[config.mk]
export PLATFORM = sky130hd
export DESIGN_NAME = afc_class
export DESIGN_NICKNAME = d
export VERILOG_FILES = /design/src/rtl/aabb_frustum_cull_macros.svh /design/src/rtl/afc_pkg.sv /design/src/rtl/afc_class.sv
export SDC_FILE = /design/constraint.sdc
export NUM_CORES = 2
export LEC_CHECK = 0
export ABC_AREA = 1
export ABC_CLOCK_PERIOD_IN_PS = 11000
export CELL_PAD_IN_SITES_DETAIL_PLACEMENT = 1
export CELL_PAD_IN_SITES_GLOBAL_PLACEMENT = 2
export CORE_AREA = 4 4 598 600
export CTS_CLUSTER_SIZE = 24
export DETAILED_ROUTE_END_ITERATION = 7
export DIE_AREA = 0 0 602 604
export DONT_BUFFER_PORTS = 1
export GPL_TIMING_DRIVEN = 0
export PLACE_DENSITY_LB_ADDON = 0.1
export SYNTH_ARGS = -nofsm -noshare
export SYNTH_HDL_FRONTEND = slang
export SYNTH_SLANG_ARGS = --single-unit
[constraint.sdc]
create_clock -name i_clk -period 11 [get_ports i_clk]
set_clock_uncertainty 0.15 [all_clocks]
set_input_delay 2.2 -clock i_clk [delete_from_list [all_inputs] [get_ports i_clk]]
set_output_delay 2.2 -clock i_clk [all_outputs]
set_load 0.005 [all_outputs]
[src/rtl/aabb_frustum_cull_macros.svh]
// Assertion macros shared by the culling block.
// Define ASSERT_OFF to compile the assertions out.
`ifndef AABB_FRUSTUM_CULL_MACROS_SVH
`define AABB_FRUSTUM_CULL_MACROS_SVH

`ifndef ASSERT_OFF

// The consequent must hold in the same cycle as the antecedent.
`define AFC_ASSERT_IMP(label, clk, rst_n, ante, cons) \
    label: assert property (@(posedge clk) disable iff (!rst_n) (ante) |-> (cons)) \
        else $error("culling block: same-cycle check failed");

// The consequent must hold in the cycle after the antecedent.
`define AFC_ASSERT_NXT(label, clk, rst_n, ante, cons) \
    label: assert property (@(posedge clk) disable iff (!rst_n) (ante) |=> (cons)) \
        else $error("culling block: next-cycle check failed");

`else

`define AFC_ASSERT_IMP(label, clk, rst_n, ante, cons)
`define AFC_ASSERT_NXT(label, clk, rst_n, ante, cons)

`endif

`endif

[src/rtl/afc_pkg.sv]
`timescale 1ns / 1ps

package afc_pkg;

    // Frustum size and coordinate width.
    localparam int PLANE_COUNT = 6;
    localparam int COORD_BITS  = 16;

    // Register file: six 64-bit plane registers at 8-byte spacing.
    localparam int CFG_REGS = 6;
    localparam int DATA_W   = 64;
    localparam int IDX_W    = $clog2(CFG_REGS);
    localparam int PADDR_W  = IDX_W + 3;

    // Plane fields: Q1.14 normal components and a Q15.0 offset.
    localparam int NORM_W    = 16;
    localparam int NORM_FRAC = 14;
    localparam int OFF_W     = 16;

    // One product per axis; the sum of three products and the aligned offset is exact.
    localparam int AXES     = 3;
    localparam int CORNERS  = 2;
    localparam int CORNER_P = 0;
    localparam int CORNER_N = 1;
    localparam int PROD_W   = NORM_W + COORD_BITS;
    localparam int OFF_SH_W = OFF_W + NORM_FRAC;
    localparam int DIST_W   = ((PROD_W > OFF_SH_W) ? PROD_W : OFF_SH_W) + 2;

    typedef logic signed [COORD_BITS-1:0] t_coord;
    typedef logic signed [NORM_W-1:0]     t_norm;
    typedef logic signed [PROD_W-1:0]     t_prod;
    typedef logic signed [DIST_W-1:0]     t_dist;

    // Packed plane register layout, offset in the top quarter.
    typedef struct packed {
        logic [OFF_W-1:0]  off;
        logic [NORM_W-1:0] nz;
        logic [NORM_W-1:0] ny;
        logic [NORM_W-1:0] nx;
    } t_plane;

    typedef enum logic [1:0] {
        VERDICT_INSIDE  = 2'd0,
        VERDICT_OVERLAP = 2'd1,
        VERDICT_OUTSIDE = 2'd2
    } t_verdict;

    // Normal component of a plane for one axis.
    function automatic t_norm plane_normal(input t_plane pl, input int axis);
        t_norm n;
        case (axis)
            0: begin
                n = t_norm'(pl.nx);
            end
            1: begin
                n = t_norm'(pl.ny);
            end
            default: begin
                n = t_norm'(pl.nz);
            end
        endcase
        return n;
    endfunction

endpackage

[src/rtl/afc_class.sv]
`timescale 1ns / 1ps

module afc_class (
    input  logic              i_clk,
    input  logic              i_load,
    input  afc_pkg::t_prod    i_prod [afc_pkg::PLANE_COUNT][afc_pkg::CORNERS][afc_pkg::AXES],
    input  logic              i_empty,
    input  afc_pkg::t_plane   i_planes [afc_pkg::PLANE_COUNT],
    output afc_pkg::t_verdict o_verdict
);
    import afc_pkg::*;

    logic     any_out;
    logic     any_over;
    t_verdict n_verdict;
    t_verdict r_verdict;

    // Signed distance of both corners to every plane, offset aligned to the product scale.
    always_comb begin
        t_dist off_al;
        t_dist corner_dist;
        any_out  = 1'b0;
        any_over = 1'b0;
        for (int p = 0; p < PLANE_COUNT; p++) begin
            off_al = t_dist'($signed(i_planes[p].off)) <<< NORM_FRAC;
            for (int c = 0; c < CORNERS; c++) begin
                corner_dist = t_dist'(i_prod[p][c][0]) + t_dist'(i_prod[p][c][1])
                            + t_dist'(i_prod[p][c][2]) + off_al;
                if (corner_dist > t_dist'(0)) begin
                    if (c == CORNER_N) begin
                        any_out = 1'b1;
                    end else begin
                        any_over = 1'b1;
                    end
                end
            end
        end
    end

    // Outside wins over overlap; inside when no corner is in front of any plane.
    always_comb begin
        if (i_empty || any_out) begin
            n_verdict = VERDICT_OUTSIDE;
        end else if (any_over) begin
            n_verdict = VERDICT_OVERLAP;
        end else begin
            n_verdict = VERDICT_INSIDE;
        end
    end

    // Result register.
    always_ff @(posedge i_clk) begin
        if (i_load) begin
            r_verdict <= n_verdict;
        end
    end

    assign o_verdict = r_verdict;

endmodule

==> results.md <==
### Outcome
• status: completed

### Pwr
• switching power: 0.005055 W
• fraction of power spent switching nets: 0.6698
• clock network power share: 0.007
• total design power: 0.007548 W
• leakage power: 27.24 nW
• power per cell area: 148.7 mW/mm^2
• relative contribution of sequential cells to total power: 0.001
• internal power component: 0.002492 W
• relative contribution of combinational cells to total power: 0.991
• VDD IR-drop max: 0.03489 mV

### Route
• total via count after detailed routing: 43.70k
• starting DRC count in detailed routing: 1337
• per-cell via count in the routed design: 3.661
• number of search-and-repair iterations in the first detailed-routing pass: 7
• total wirelength of the detailed-routed design: 249.2 mm
• count of antenna-violating nets left after detailed routing: 0
• Residual DRC: 0
• mean routed wirelength per cell: 20.88 um

### Setup path
• Worst EP arrival: 6.96 ns
• Setup crit end kind: flip-flop
• total buffers and inverters traversed by the critical path: 4
• slowest cell delay on critical path: 0.55 ns
• peak fanout along the critical path: 4
• required time of the critical path: 10.81 ns
• Critical Path Source Type: input pin
• Worst Path Class, Setup: input pin to flip-flop
• largest delay contributor family on the critical path: simple AND/OR/NAND/NOR gates
• cell with the biggest individual delay on the critical path: fa_1
• chain of cells forming the critical path: inv_1 > fa_1 > inv_1 > ha_1 > ha_1 > inv_1 > fa_1 > inv_1 > nand2_1 > nand3_1 > nand2_1 > nand2_1 > nand3_1 > nor3_1 > nand3_1 > nor2_1 > nand2_1 > nor2_1 > nand3_1 > nand2_1 > nand2_1 > nor2_2 > nand4_2 > nor2_1
• cell occurring most often along the worst timing path: nand2_1

### Clock tree
• Post-CTS Setup Inserts: 0
• clock tree from TritonCTS: yes
• H-Tree Depth: 1
• clock slew at the register clock pins of the worst setup and hold paths: 0.03 ns
• clock tree root driver cell: clkbuf_16
• Post-CTS Hold Buffers: 0
• worst-case clock buffer depth: 2
• post-CTS resize count: 0
• count of clock tree sinks: 2
• total CTS buffers: 3

### Finish
• share of final-layout standard cells stronger than drive strength 1: 0.006663
• number of flip-flops in the largest register: 2
• final-stage net count: 9897
• layout overhead on the synthesized area: 13.39%
• non-filler instance count after layout: 11.93k
• antenna cells: 0
• post-route standard cell area excluding fillers: 0.05077 mm^2

### Die
• floorplan die area: 0.3636 mm^2
• Die Ht: 604 um
• initial standard-cell utilization of the core: 0.1272
• placeable core area: 0.3521 mm^2
• number of top-level pins: 1541
• die outline width: 602 um
• number of rows created at floorplan: 218

### Timing
• setup repair after global routing missed its margin: no
• worst slew margin relative to its limit: 0.1922
• Sum Neg Setup Slack: 0 ns
• number of hold-slack violations in the final timing report: 0
• final-report setup violation count: 0
• minimum clock period after layout: 7.145 ns
• Max Transition Viols Final: 0
• WHS: 1.938 ns
• FMAX: 140.0 MHz
• slew of the pin with the lowest slew margin: 1.201 ns
• share of the clock period used by the worst path: 0.6495

### Logic synthesis
• Synth Register Bits: 2
• share of the yosys chip area belonging to registers: 0.001341
• Syn Inst Count: 7201
• count of cell types in the netlist: 42
• async set-reset flop share out of synthesis: 0
• EDFF count, synth: 2
• Syn Area/Cell: 6.218 um^2
• dominant register cell in the synthesized netlist: edfxtp_1
• synthesized net count: 9892
• total number of yosys warnings: 0
• combined area of all synthesized cells: 0.04477 mm^2

### Placed design
• placed cells: 11.93k
• total half-perimeter wirelength after legalization and detailed placement: 242.2 mm
• cell area after placement: 0.05069 mm^2
• Routability Congestion: 0.7998
• number of input and output port buffers inserted: 0

### Global routing
• total gr overflow: 0
• All-Layer GR Usage: 0.1323
• number of global-route vias before repair: 49.94k
• global-route wire length before repair: 356.3 mm
• largest net degree at the start of global routing: 9
• antenna violations before repair: 10

### Hold path
• hold endpoint: o_verdict[1]$_SDFFCE_PP1P_
• count of cells along the worst hold path: 0
• min-delay src: i_load
• worst min-delay path category: input pin to flip-flop

### Run
• # Max-Cap Violations: 0

[synthesized netlist by cell type, drive strengths merged, types with 5 or more instances]
cell	n	area [um^2]
inv	1798	6749
a21oi	362	1849
xor2	79	691.9
a21o	13	97.59
fa	624	12490
nand4	117	738.2
or2	12	75.07
o21bai	46	345.3
o211ai	5	37.54
nand3b	34	255.2
nor4	17	106.4
nand2	2160	8135
nor3	85	440.4
nand3	446	2247
nor2	648	2442
a21boi	6	45.05
ha	528	6606
xnor2	46	402.9
and2	16	100.1
o21a	13	97.59
o21ai	132	671.9
[cells by family (layout without fill, tap and decap cells)]
group | Yosys count | count (layout) | share of synthesized area
AND/OR/NAND/NOR | 3539 | 3539 | 0.3253
buffers and inverters | 1799 | 1802 | 0.1510
adder cells (fa/ha/maj) | 1152 | 1152 | 0.4265
AO/OA/AOI/OAI | 584 | 584 | 0.07134
XOR/XNOR | 125 | 125 | 0.02445
flip-flops | 2 | 2 | 0.001341
[power groups by stage]
| stage | Clock (W) | Combinational, W | Sequential, W |
|---|---|---|---|
| floorplan | 0 | 0.00487 | 0.00000969 |
| global placement | 0 | 0.00784 | 0.00000994 |
| detailed placement | 0 | 0.00782 | 0.00000991 |
| CTS | 0.0000554 | 0.00787 | 0.00000982 |
| global route | 0.0000574 | 0.00866 | 0.00000981 |
| finish | 0.0000549 | 0.00748 | 0.00000976 |
[layout by cell type, fill, tap and decap left out, types with 13 or more instances in the layout]
cell      instances
o21bai_1         46
xnor2_1          46
nand3b_1         34
xor2_1           79
nand2_1        2149
ha_1            528
a21o_1           13
inv_1          1792
nor2_1          644
nand4_1         116
nand3_1         443
nor3_1           82
o21a_1           13
a21oi_1         356
o21ai_0         126
and2_1           16
fa_1            624
nor4_1           17
[stage by stage]
stage	utilization	setup slack, ns
after global placement	0.1440	3.342
after global routing	0.1442	3.502
after floorplan	-	5.637
after CTS	0.1442	3.595
after detailed placement	0.1440	3.361
final	0.1442	3.855
[layer usage]
| layer | vias up | GRT usage | share of wire |
|---|---|---|---|
| met5 | - | 0 | 0.00014 |
| met4 | 4 | 0.005335 | 0.0047 |
| met3 | 28 | 0.009257 | 0.021 |
| met2 | 706 | 0.2536 | 0.53 |
| met1 | 21075 | 0.1683 | 0.45 |
| li1 | 21883 | - | - |
[layout make-up]
class                      instances  area [um^2]
clock buffer                       3        75.07
fill                           43321       301400
tap                             4730         5918
sequential                         2        60.06
buffer                             1        11.26
inverter                        1798         6749
multi-input combinational       5400        37950
[worst max-delay path by stage]
| stage | from | end | depth (start not counted) |
|---|---|---|---|
| after global routing | i_prod[802] | o_verdict[0]$_SDFFCE_PP0P_ | 24 |
| after global placement | i_prod[194] | o_verdict[0]$_SDFFCE_PP0P_ | 13 |
| after CTS | i_prod[194] | o_verdict[0]$_SDFFCE_PP0P_ | 13 |
| after floorplan | i_prod[770] | o_verdict[1]$_SDFFCE_PP1P_ | 25 |
| final | i_prod[770] | o_verdict[0]$_SDFFCE_PP0P_ | 24 |
| after detailed placement | i_prod[194] | o_verdict[0]$_SDFFCE_PP0P_ | 13 |
Note: power is estimated with default switching activity, not from simulation.
