--- src/rtl/aabb_frustum_cull_macros.svh ---
// Assertion macros shared by the culling block.
// Define ASSERT_OFF to compile the assertions out.
`ifndef AABB_FRUSTUM_CULL_MACROS_SVH
`define AABB_FRUSTUM_CULL_MACROS_SVH

`ifndef ASSERT_OFF

// The consequent must hold in the same cycle as the antecedent.
`define AFC_ASSERT_IMP(label, clk, rst_n, ante, cons) \
    label: assert property (@(posedge clk) disable iff (!rst_n) (ante) |-> (cons)) \
        else $error("culling block: same-cycle check failed");

// The consequent must hold in the cycle after the antecedent.
`define AFC_ASSERT_NXT(label, clk, rst_n, ante, cons) \
    label: assert property (@(posedge clk) disable iff (!rst_n) (ante) |=> (cons)) \
        else $error("culling block: next-cycle check failed");

`else

`define AFC_ASSERT_IMP(label, clk, rst_n, ante, cons)
`define AFC_ASSERT_NXT(label, clk, rst_n, ante, cons)

`endif

`endif

--- src/rtl/afc_pkg.sv ---
`timescale 1ns / 1ps

package afc_pkg;

    // Frustum size and coordinate width.
    localparam int PLANE_COUNT = 6;
    localparam int COORD_BITS  = 16;

    // Register file: six 64-bit plane registers at 8-byte spacing.
    localparam int CFG_REGS = 6;
    localparam int DATA_W   = 64;
    localparam int IDX_W    = $clog2(CFG_REGS);
    localparam int PADDR_W  = IDX_W + 3;

    // Plane fields: Q1.14 normal components and a Q15.0 offset.
    localparam int NORM_W    = 16;
    localparam int NORM_FRAC = 14;
    localparam int OFF_W     = 16;

    // One product per axis; the sum of three products and the aligned offset is exact.
    localparam int AXES     = 3;
    localparam int CORNERS  = 2;
    localparam int CORNER_P = 0;
    localparam int CORNER_N = 1;
    localparam int PROD_W   = NORM_W + COORD_BITS;
    localparam int OFF_SH_W = OFF_W + NORM_FRAC;
    localparam int DIST_W   = ((PROD_W > OFF_SH_W) ? PROD_W : OFF_SH_W) + 2;

    typedef logic signed [COORD_BITS-1:0] t_coord;
    typedef logic signed [NORM_W-1:0]     t_norm;
    typedef logic signed [PROD_W-1:0]     t_prod;
    typedef logic signed [DIST_W-1:0]     t_dist;

    // Packed plane register layout, offset in the top quarter.
    typedef struct packed {
        logic [OFF_W-1:0]  off;
        logic [NORM_W-1:0] nz;
        logic [NORM_W-1:0] ny;
        logic [NORM_W-1:0] nx;
    } t_plane;

    typedef enum logic [1:0] {
        VERDICT_INSIDE  = 2'd0,
        VERDICT_OVERLAP = 2'd1,
        VERDICT_OUTSIDE = 2'd2
    } t_verdict;

    // Normal component of a plane for one axis.
    function automatic t_norm plane_normal(input t_plane pl, input int axis);
        t_norm n;
        case (axis)
            0: begin
                n = t_norm'(pl.nx);
            end
            1: begin
                n = t_norm'(pl.ny);
            end
            default: begin
                n = t_norm'(pl.nz);
            end
        endcase
        return n;
    endfunction

endpackage

--- src/rtl/afc_regs.sv ---
`timescale 1ns / 1ps

module afc_regs (
    input  logic                          i_clk,
    input  logic                          i_rst_n,
    input  logic                          psel,
    input  logic                          penable,
    input  logic                          pwrite,
    input  logic [afc_pkg::PADDR_W-1:0]   paddr,
    input  logic [afc_pkg::DATA_W-1:0]    pwdata,
    output logic [afc_pkg::DATA_W-1:0]    prdata,
    output logic                          pready,
    output afc_pkg::t_plane               o_planes [afc_pkg::PLANE_COUNT]
);
    import afc_pkg::*;

    logic             wr_en;
    logic [IDX_W-1:0] reg_idx;

    // Write strobe at the access phase; registers sit on 8-byte boundaries.
    assign wr_en   = psel && penable && pwrite;
    assign reg_idx = paddr[PADDR_W-1:3];
    assign pready  = 1'b1;

    // One register per writable plane; planes past the list stay zero and never cull.
    for (genvar p = 0; p < PLANE_COUNT; p++) begin : g_plane
        if (p < CFG_REGS) begin : g_reg
            t_plane r_plane;

            always_ff @(posedge i_clk) begin
                if (!i_rst_n) begin
                    r_plane <= '0;
                end else if (wr_en && (reg_idx == IDX_W'(p))) begin
                    r_plane <= t_plane'(pwdata);
                end
            end

            assign o_planes[p] = r_plane;
        end else begin : g_none
            assign o_planes[p] = '0;
        end
    end

    // Read-back; addresses outside the list read as zero.
    always_comb begin
        prdata = '0;
        for (int p = 0; p < PLANE_COUNT; p++) begin
            if ((p < CFG_REGS) && (reg_idx == IDX_W'(p))) begin
                prdata = o_planes[p];
            end
        end
    end

endmodule

--- config.mk ---
export PLATFORM = sky130hd
export DESIGN_NAME = afc_regs
export DESIGN_NICKNAME = d
export VERILOG_FILES = /design/src/rtl/aabb_frustum_cull_macros.svh /design/src/rtl/afc_pkg.sv /design/src/rtl/afc_regs.sv
export SDC_FILE = /design/constraint.sdc
export NUM_CORES = 1
export LEC_CHECK = 0
export BUFFER_PORTS_ARGS = -buffer_cell sky130_fd_sc_hd__buf_2
export CORE_AREA = 2 2 201 203
export CTS_BUF_LIST = sky130_fd_sc_hd__clkbuf_16
export DETAILED_ROUTE_END_ITERATION = 10
export DIE_AREA = 0 0 203 205
export MAX_ROUTING_LAYER = met4
export PLACE_DENSITY_LB_ADDON = 0.25
export SETUP_SLACK_MARGIN = 0.1
export SKIP_CTS_REPAIR_TIMING = 1
export SYNTH_ARGS = -nofsm -noshare
export SYNTH_HDL_FRONTEND = slang
export SYNTH_SLANG_ARGS = --single-unit
--- constraint.sdc ---
create_clock -name i_clk -period 1.9 [get_ports i_clk]
set_input_delay 0.285 -clock i_clk [delete_from_list [all_inputs] [get_ports i_clk]]
set_output_delay 0.285 -clock i_clk [all_outputs]
set_load 0.05 [all_outputs]
==> metrics.yaml, run 1 <==
cts_buffer_depth: 3
clockRootBuffer: "clkbuf_16"
antenna_found_initial: 7
worst_ir_drop_vdd_v: 0.000607
hold_viol_final: 0
ant_nets: 0
wl_per_cell_um: 21.2
cts-htree-levels: 2
io_pins: 524
clock_latency_ps: 560
worst_ep_arrival_time_ps: 1620
fin_skew_ps: 0
die_width_um: 203
holdPathStages: 3
route.vias.total: 15200
numCtsBuffers: 43
failed_checks: "setup timing"
critPathLaunchType: "flop"
reg2reg_slack_ps: 1140
rsz0062_at_grt: "true"
status: "complete, but fails checks"
clkSinkCount: 384
final_cell_count_no_fill: 2842
r2r_start: "o_planes[102]$_SDFFE_PN0P_"
drtPass1Iterations: 5
grt_pass1_vias: 14800
synth.distinct_cells: 23
wl_um: 60300
critPathKind: "flop to primary output"
r2r_end: "o_planes[102]$_SDFFE_PN0P_"
synth_area_um2: 17000
synth_warnings: 0
syn-num-nets: 1760
rows: 73
slowest_stage: "dfxtp_2"
min_to: "o_planes[62]$_SDFFE_PN0P_"
worstPathMaxFanout: 2
cts_tree: "done"
leakage_uw: 0.0119
worstPathRequired_ps: 1620
avgViaCountPerCell: 5.34
setup_viol: 1
report.final.slew_viol_count: 0
start_util: 0.432
fillers: 3098
layout.nets: 2353
place.port_buffers: 519
multi_input_area_um2: 10400
coreArea_um2: 39400
ff2ff_path_depth: 3
first_iter_violations: 733
grt_pass1_wl_um: 85600
place_inst: 2672
ys_seq_area_frac: 0.452
fp.dieH_um: 205
clkTransAtPathRegs_ps: 60
fin_setup_tns_ps: -9.91
grt_max_degree: 82
crit_path_max_incr_delay_ps: 330
min_period_over_period: 1.01
grt-ovfl-total: 0
syn_inst: 1685
seqCellArea_um2: 7850
setup_slack_ps: -9.91
fmax_mhz: 524
p_per_area_nw_per_um2: 700
drive_gt1_frac: 0.479
hpwlAfterDp_um: 39300
drc_errors: 0
avgSynthCellArea_um2: 10.1
end_kind: "primary output"
finalWorstPathRequiredPeriod_ps: 1910
path_cells: "mux2i_1 -> or2_4 -> a221oi_4 -> buf_6"
hold_path_startpoint: "i_rst_n"
synth-seq-cells: 384
gr-usage-all-layers: 0.271
gp_congestion: 0.842
largest_reg_flops: 384
drv_cap: 0
hold_class: "primary input to flop"
dieArea_um2: 41600
area_delta_synth_final_pct: 47.1
-- Yosys cell counts --
master / number / area, um2
or2_2: 2 / 12.5
buf_6: 6 / 67.6
buf_1: 10 / 37.5
nand4b_4: 1 / 23.8
mux2i_1: 512 / 5120
a211oi_1: 1 / 7.51
or3_4: 2 / 22.5
dfxtp_1: 384 / 7690
nand2_1: 512 / 1920
nor3b_1: 1 / 7.51
buf_4: 20 / 150
clkbuf_1: 58 / 218
conb_1: 1 / 3.75
mux2_2: 63 / 709
nand4_1: 1 / 6.26
buf_8: 1 / 15.0
buf_12: 13 / 260
nor2_4: 3 / 33.8
o221ai_1: 63 / 552
buf_2: 26 / 130
nand2b_1: 2 / 12.5
a221oi_1: 1 / 8.76
nor2b_1: 2 / 12.5
-- worst max path at each step --
stage | from | to | slack [ps] | cells past startpoint
6_report | o_planes[62]$_SDFFE_PN0P_ | prdata[62] | -10 | 4
5_1_grt | o_planes[62]$_SDFFE_PN0P_ | prdata[62] | -100 | 4
4_1_cts | o_planes[62]$_SDFFE_PN0P_ | prdata[62] | -270 | 4
3_5_place_dp | paddr[3] | prdata[37] | -30 | 6
3_3_place_gp | paddr[3] | prdata[38] | 2 | 6
2_1_floorplan | paddr[3] | prdata[63] | 70 | 5
-- final cells by class --
type,instances,share of cell area
multi-input combinational,1167,0.414
timing repair buffer,682,0.194
clock buffer,45,0.0450
clock inverter,32,0.00670
tap,525,0.0262
antenna,7,0.000700
sequential,384,0.313
-- cells by family after synthesis --
group | synth area share
mux | 0.343
simple gates | 0.121
flops | 0.452
buf+inv | 0.0516
compound gates | 0.0334
other cells | 0.000220
-- cells in the final DEF (no fill, tap or decap) --
master / netlist / routed
nand2b_1: 2 / 1
nand2_2: 0 / 12
nand2b_4: 0 / 1
nor3b_2: 0 / 1
mux2_4: 0 / 60
dfxtp_2: 0 / 129
nand4_1: 1 / 1
buf_12: 13 / 45
conb_1: 1 / 1
mux2i_2: 0 / 41
or3_4: 2 / 2
inv_8: 0 / 1
clkinv_4: 0 / 1
dfxtp_1: 384 / 255
nor2_4: 3 / 3
nand4b_4: 1 / 1
buf_4: 20 / 117
a221oi_4: 0 / 1
mux2_2: 63 / 3
nand2_4: 0 / 49
clkinv_2: 0 / 7
diode_2: 0 / 7
clkinv_1: 0 / 10
bufinv_16: 0 / 1
a211oi_1: 1 / 1
mux2i_1: 512 / 471
nor2b_1: 2 / 1
clkbuf_4: 0 / 1
o221ai_2: 0 / 1
nor2b_4: 0 / 1
buf_2: 26 / 454
or2_4: 0 / 2
clkbuf_16: 0 / 47
buf_8: 1 / 8
inv_1: 0 / 12
buf_6: 6 / 55
o221ai_4: 0 / 62
nand2_1: 512 / 451
-- critical path, delay by kind of cell, from the launching register on --
family	cells	cell delay, ps
flops	1	330
compound gates	1	230
buf+inv	1	200
simple gates	1	240
mux	1	70
-- where the power goes --
part	internal, uW	leakage (uW)	switching, uW
registers	8110	0.00316	51.7
logic	548	0.00808	1090
clock network	4400	0.000686	3320
-- per-stage QoR --
| step | worst slack [ps] | hold slack, ps | cell area, um2 | utilization | total power (uW) |
|---|---|---|---|---|---|
| final | -9.91 | 80.4 | 25000 | 0.636 | 17500 |
| after CTS | -265 | 41.0 | 22900 | 0.582 | 17500 |
| after detailed placement | -34.3 | 460 | 21600 | 0.550 | 9790 |
| after global placement | 2.24 | 449 | 21600 | 0.550 | 9770 |
| after global routing | -101 | 59.1 | 25000 | 0.636 | 18000 |
| after floorplan | 72.1 | 521 | 18200 | - | 9300 |
-- metal layers --
layer	up-vias	track usage	wire, um
met5	-	-	0
met1	7507	0.316	24400
met4	0	0.105	2220
met2	510	0.455	29900
li1	7011	-	-
met3	136	0.0619	3810
Power figures use the tool's default switching activity.
==> inputs of run 2 (changes only) <==
==> constraint.sdc (replaced) <==
create_clock -name i_clk -period 1.9 [get_ports i_clk]
set_input_delay 0.285 -clock i_clk [delete_from_list [all_inputs] [get_ports i_clk]]
set_output_delay 0.285 -clock i_clk [all_outputs]
set_load 0.01 [all_outputs]
==> metrics.yaml, run 2 (synthesis gave the netlist of run 1 again) <==
dpl-instance-area_um2: 20400  # was 21600 um2
drv_cap: 0  # unchanged
coreArea_um2: 39400  # unchanged
end_kind: "primary output"  # unchanged
area_delta_synth_final_pct: 32.2  # was 47.1%
largest_reg_flops: 384  # unchanged
io_pins: 524  # unchanged
fin_setup_tns_ps: 0  # was -9.91 ps
ff2ff_path_depth: 3  # unchanged
final_common_cell: "mux2i_1"  # unchanged
reg2reg_slack_ps: 1180  # was 1140 ps
worst_ep_arrival_time_ps: 1570  # was 1620 ps
leakage_uw: 0.0108  # was 0.0119 uW
setup.worst_path.end: "prdata[62]"  # unchanged
numCtsBuffers: 41  # was 43
setup_slack_ps: 46.4  # was -9.91 ps
ant_nets: 0  # unchanged
finalPower_uw: 16700  # was 17500 uW
wl_um: 56900  # was 60300 um
layout.nets: 2304  # was 2353
fmax_mhz: 540  # was 524 MHz
avgViaCountPerCell: 5.29  # was 5.34
r2r_end: "o_planes[30]$_SDFFE_PN0P_"  # was o_planes[102]$_SDFFE_PN0P_
grt_pass1_vias: 14400  # was 14800
drtPass1Iterations: 5  # unchanged
drc_errors: 0  # unchanged
clockRootBuffer: "clkbuf_16"  # unchanged
finalWorstPathRequiredPeriod_ps: 1850  # was 1910 ps
rows: 73  # unchanged
grt_max_degree: 48  # was 82
clkTransAtPathRegs_ps: 60  # about the same
setup_viol: 0  # was 1
route.vias.total: 14800  # was 15200
start_util: 0.432  # unchanged
cts-htree-levels: 2  # unchanged
wl_per_cell_um: 20.4  # was 21.2 um
pre_cts_slack_ps: 92.6  # was -34.3 ps
worst_ir_drop_vdd_v: 0.000539  # was 0.000607 V
grt_pass1_wl_um: 83200  # was 85600 um
critPathLaunchType: "flop"  # unchanged
fin_skew_ps: 0  # unchanged
hpwlAfterDp_um: 38400  # was 39300 um
cts_tree: "done"  # unchanged
worstPathMaxFanout: 3  # was 2
clock_latency_ps: 540  # was 560 ps
fp.dieH_um: 205  # unchanged
r2r_start: "o_planes[30]$_SDFFE_PN0P_"  # was o_planes[102]$_SDFFE_PN0P_
fin_area_um2: 22500  # was 25000 um2
grt-ovfl-total: 0  # unchanged
critPathKind: "flop to primary output"  # unchanged
gr-usage-all-layers: 0.264  # was 0.271
min_period_over_period: 0.976  # was 1.01
clkSinkCount: 384  # unchanged
p_per_area_nw_per_um2: 743  # was 700 nW/um2
antenna_found_initial: 5  # was 7
report.final.slew_viol_count: 0  # unchanged
worstPathRequired_ps: 1620  # about the same
drive_gt1_frac: 0.415  # was 0.479
gp_congestion: 0.867  # was 0.842
status: "finished clean"  # was complete, but fails checks
die_width_um: 203  # unchanged
dieArea_um2: 41600  # unchanged
cts_buffer_depth: 3  # unchanged
place.port_buffers: 519  # unchanged
hold_viol_final: 0  # unchanged
crit_path_start: "o_planes[126]$_SDFFE_PN0P_"  # was o_planes[62]$_SDFFE_PN0P_
layout_common_cells: "512 x mux2i_1, 511 x buf_2, 484 x nand2_1"  # was 471 x mux2i_1, 454 x buf_2, 451 x nand2_1
first_iter_violations: 733  # unchanged
rsz0062_at_grt: "true"  # unchanged
hold_class: "primary input to flop"  # unchanged
==> run 2: area by class of cell <==
type                            count  area [um2]
Tap cell                          525         657
Sequential cell                   384        7810
Fill cell                        3451       16900
Clock inverter                     31         183
Clock buffer                       41        1030
Timing Repair Buffer              635        3920
Antenna cell                        6        15.0
Multi-Input combinational cell   1167        8900
==> run 2: worst min-delay path by stage <==
stage | to | slack (ps) | depth (start not counted) | startpoint
floorplan | o_planes[0]$_SDFFE_PN0P_ | 490 | 2 | o_planes[0]$_SDFFE_PN0P_
global placement | o_planes[57]$_SDFFE_PN0P_ | 450 | 2 | o_planes[57]$_SDFFE_PN0P_
detailed placement | o_planes[32]$_SDFFE_PN0P_ | 460 | 2 | o_planes[32]$_SDFFE_PN0P_
CTS | o_planes[89]$_SDFFE_PN0P_ | 90 | 3 | pwdata[25]
global route | o_planes[146]$_SDFFE_PN0P_ | 120 | 3 | pwdata[18]
finish | o_planes[125]$_SDFFE_PN0P_ | 120 | 3 | pwdata[61]
==> run 2: routing by layer <==
layer,vias to the layer above,global-route usage,part of all wire
met2,529,0.420,0.47
met3,109,0.0690,0.074
met1,7206,0.322,0.42
met5,-,-,0
li1,6909,-,-
met4,0,0.0965,0.031
==> run 2: per-stage QoR <==
step                      utilization  hold slack (ps)  instances
final                           0.572              119       2789
after CTS                       0.550             85.6       2745
after global placement          0.519              450       2673
after detailed placement        0.519              460       2673
after floorplan                     -              488       1685
after global routing            0.572              119       2788
==> run 2: critical path, cell delays in order (launching register included) <==
cell	delay, ps
dfxtp_2	340
mux2i_1	60
or2_4	230
a221oi_2	220
buf_2	170
==> run 2: power breakdown <==
group	total, uW	switching (uW)	internal, uW
clock	7370	3200	4170
sequential	8160	48.6	8110
combinational	1190	741	448
total	16700	3990	12700
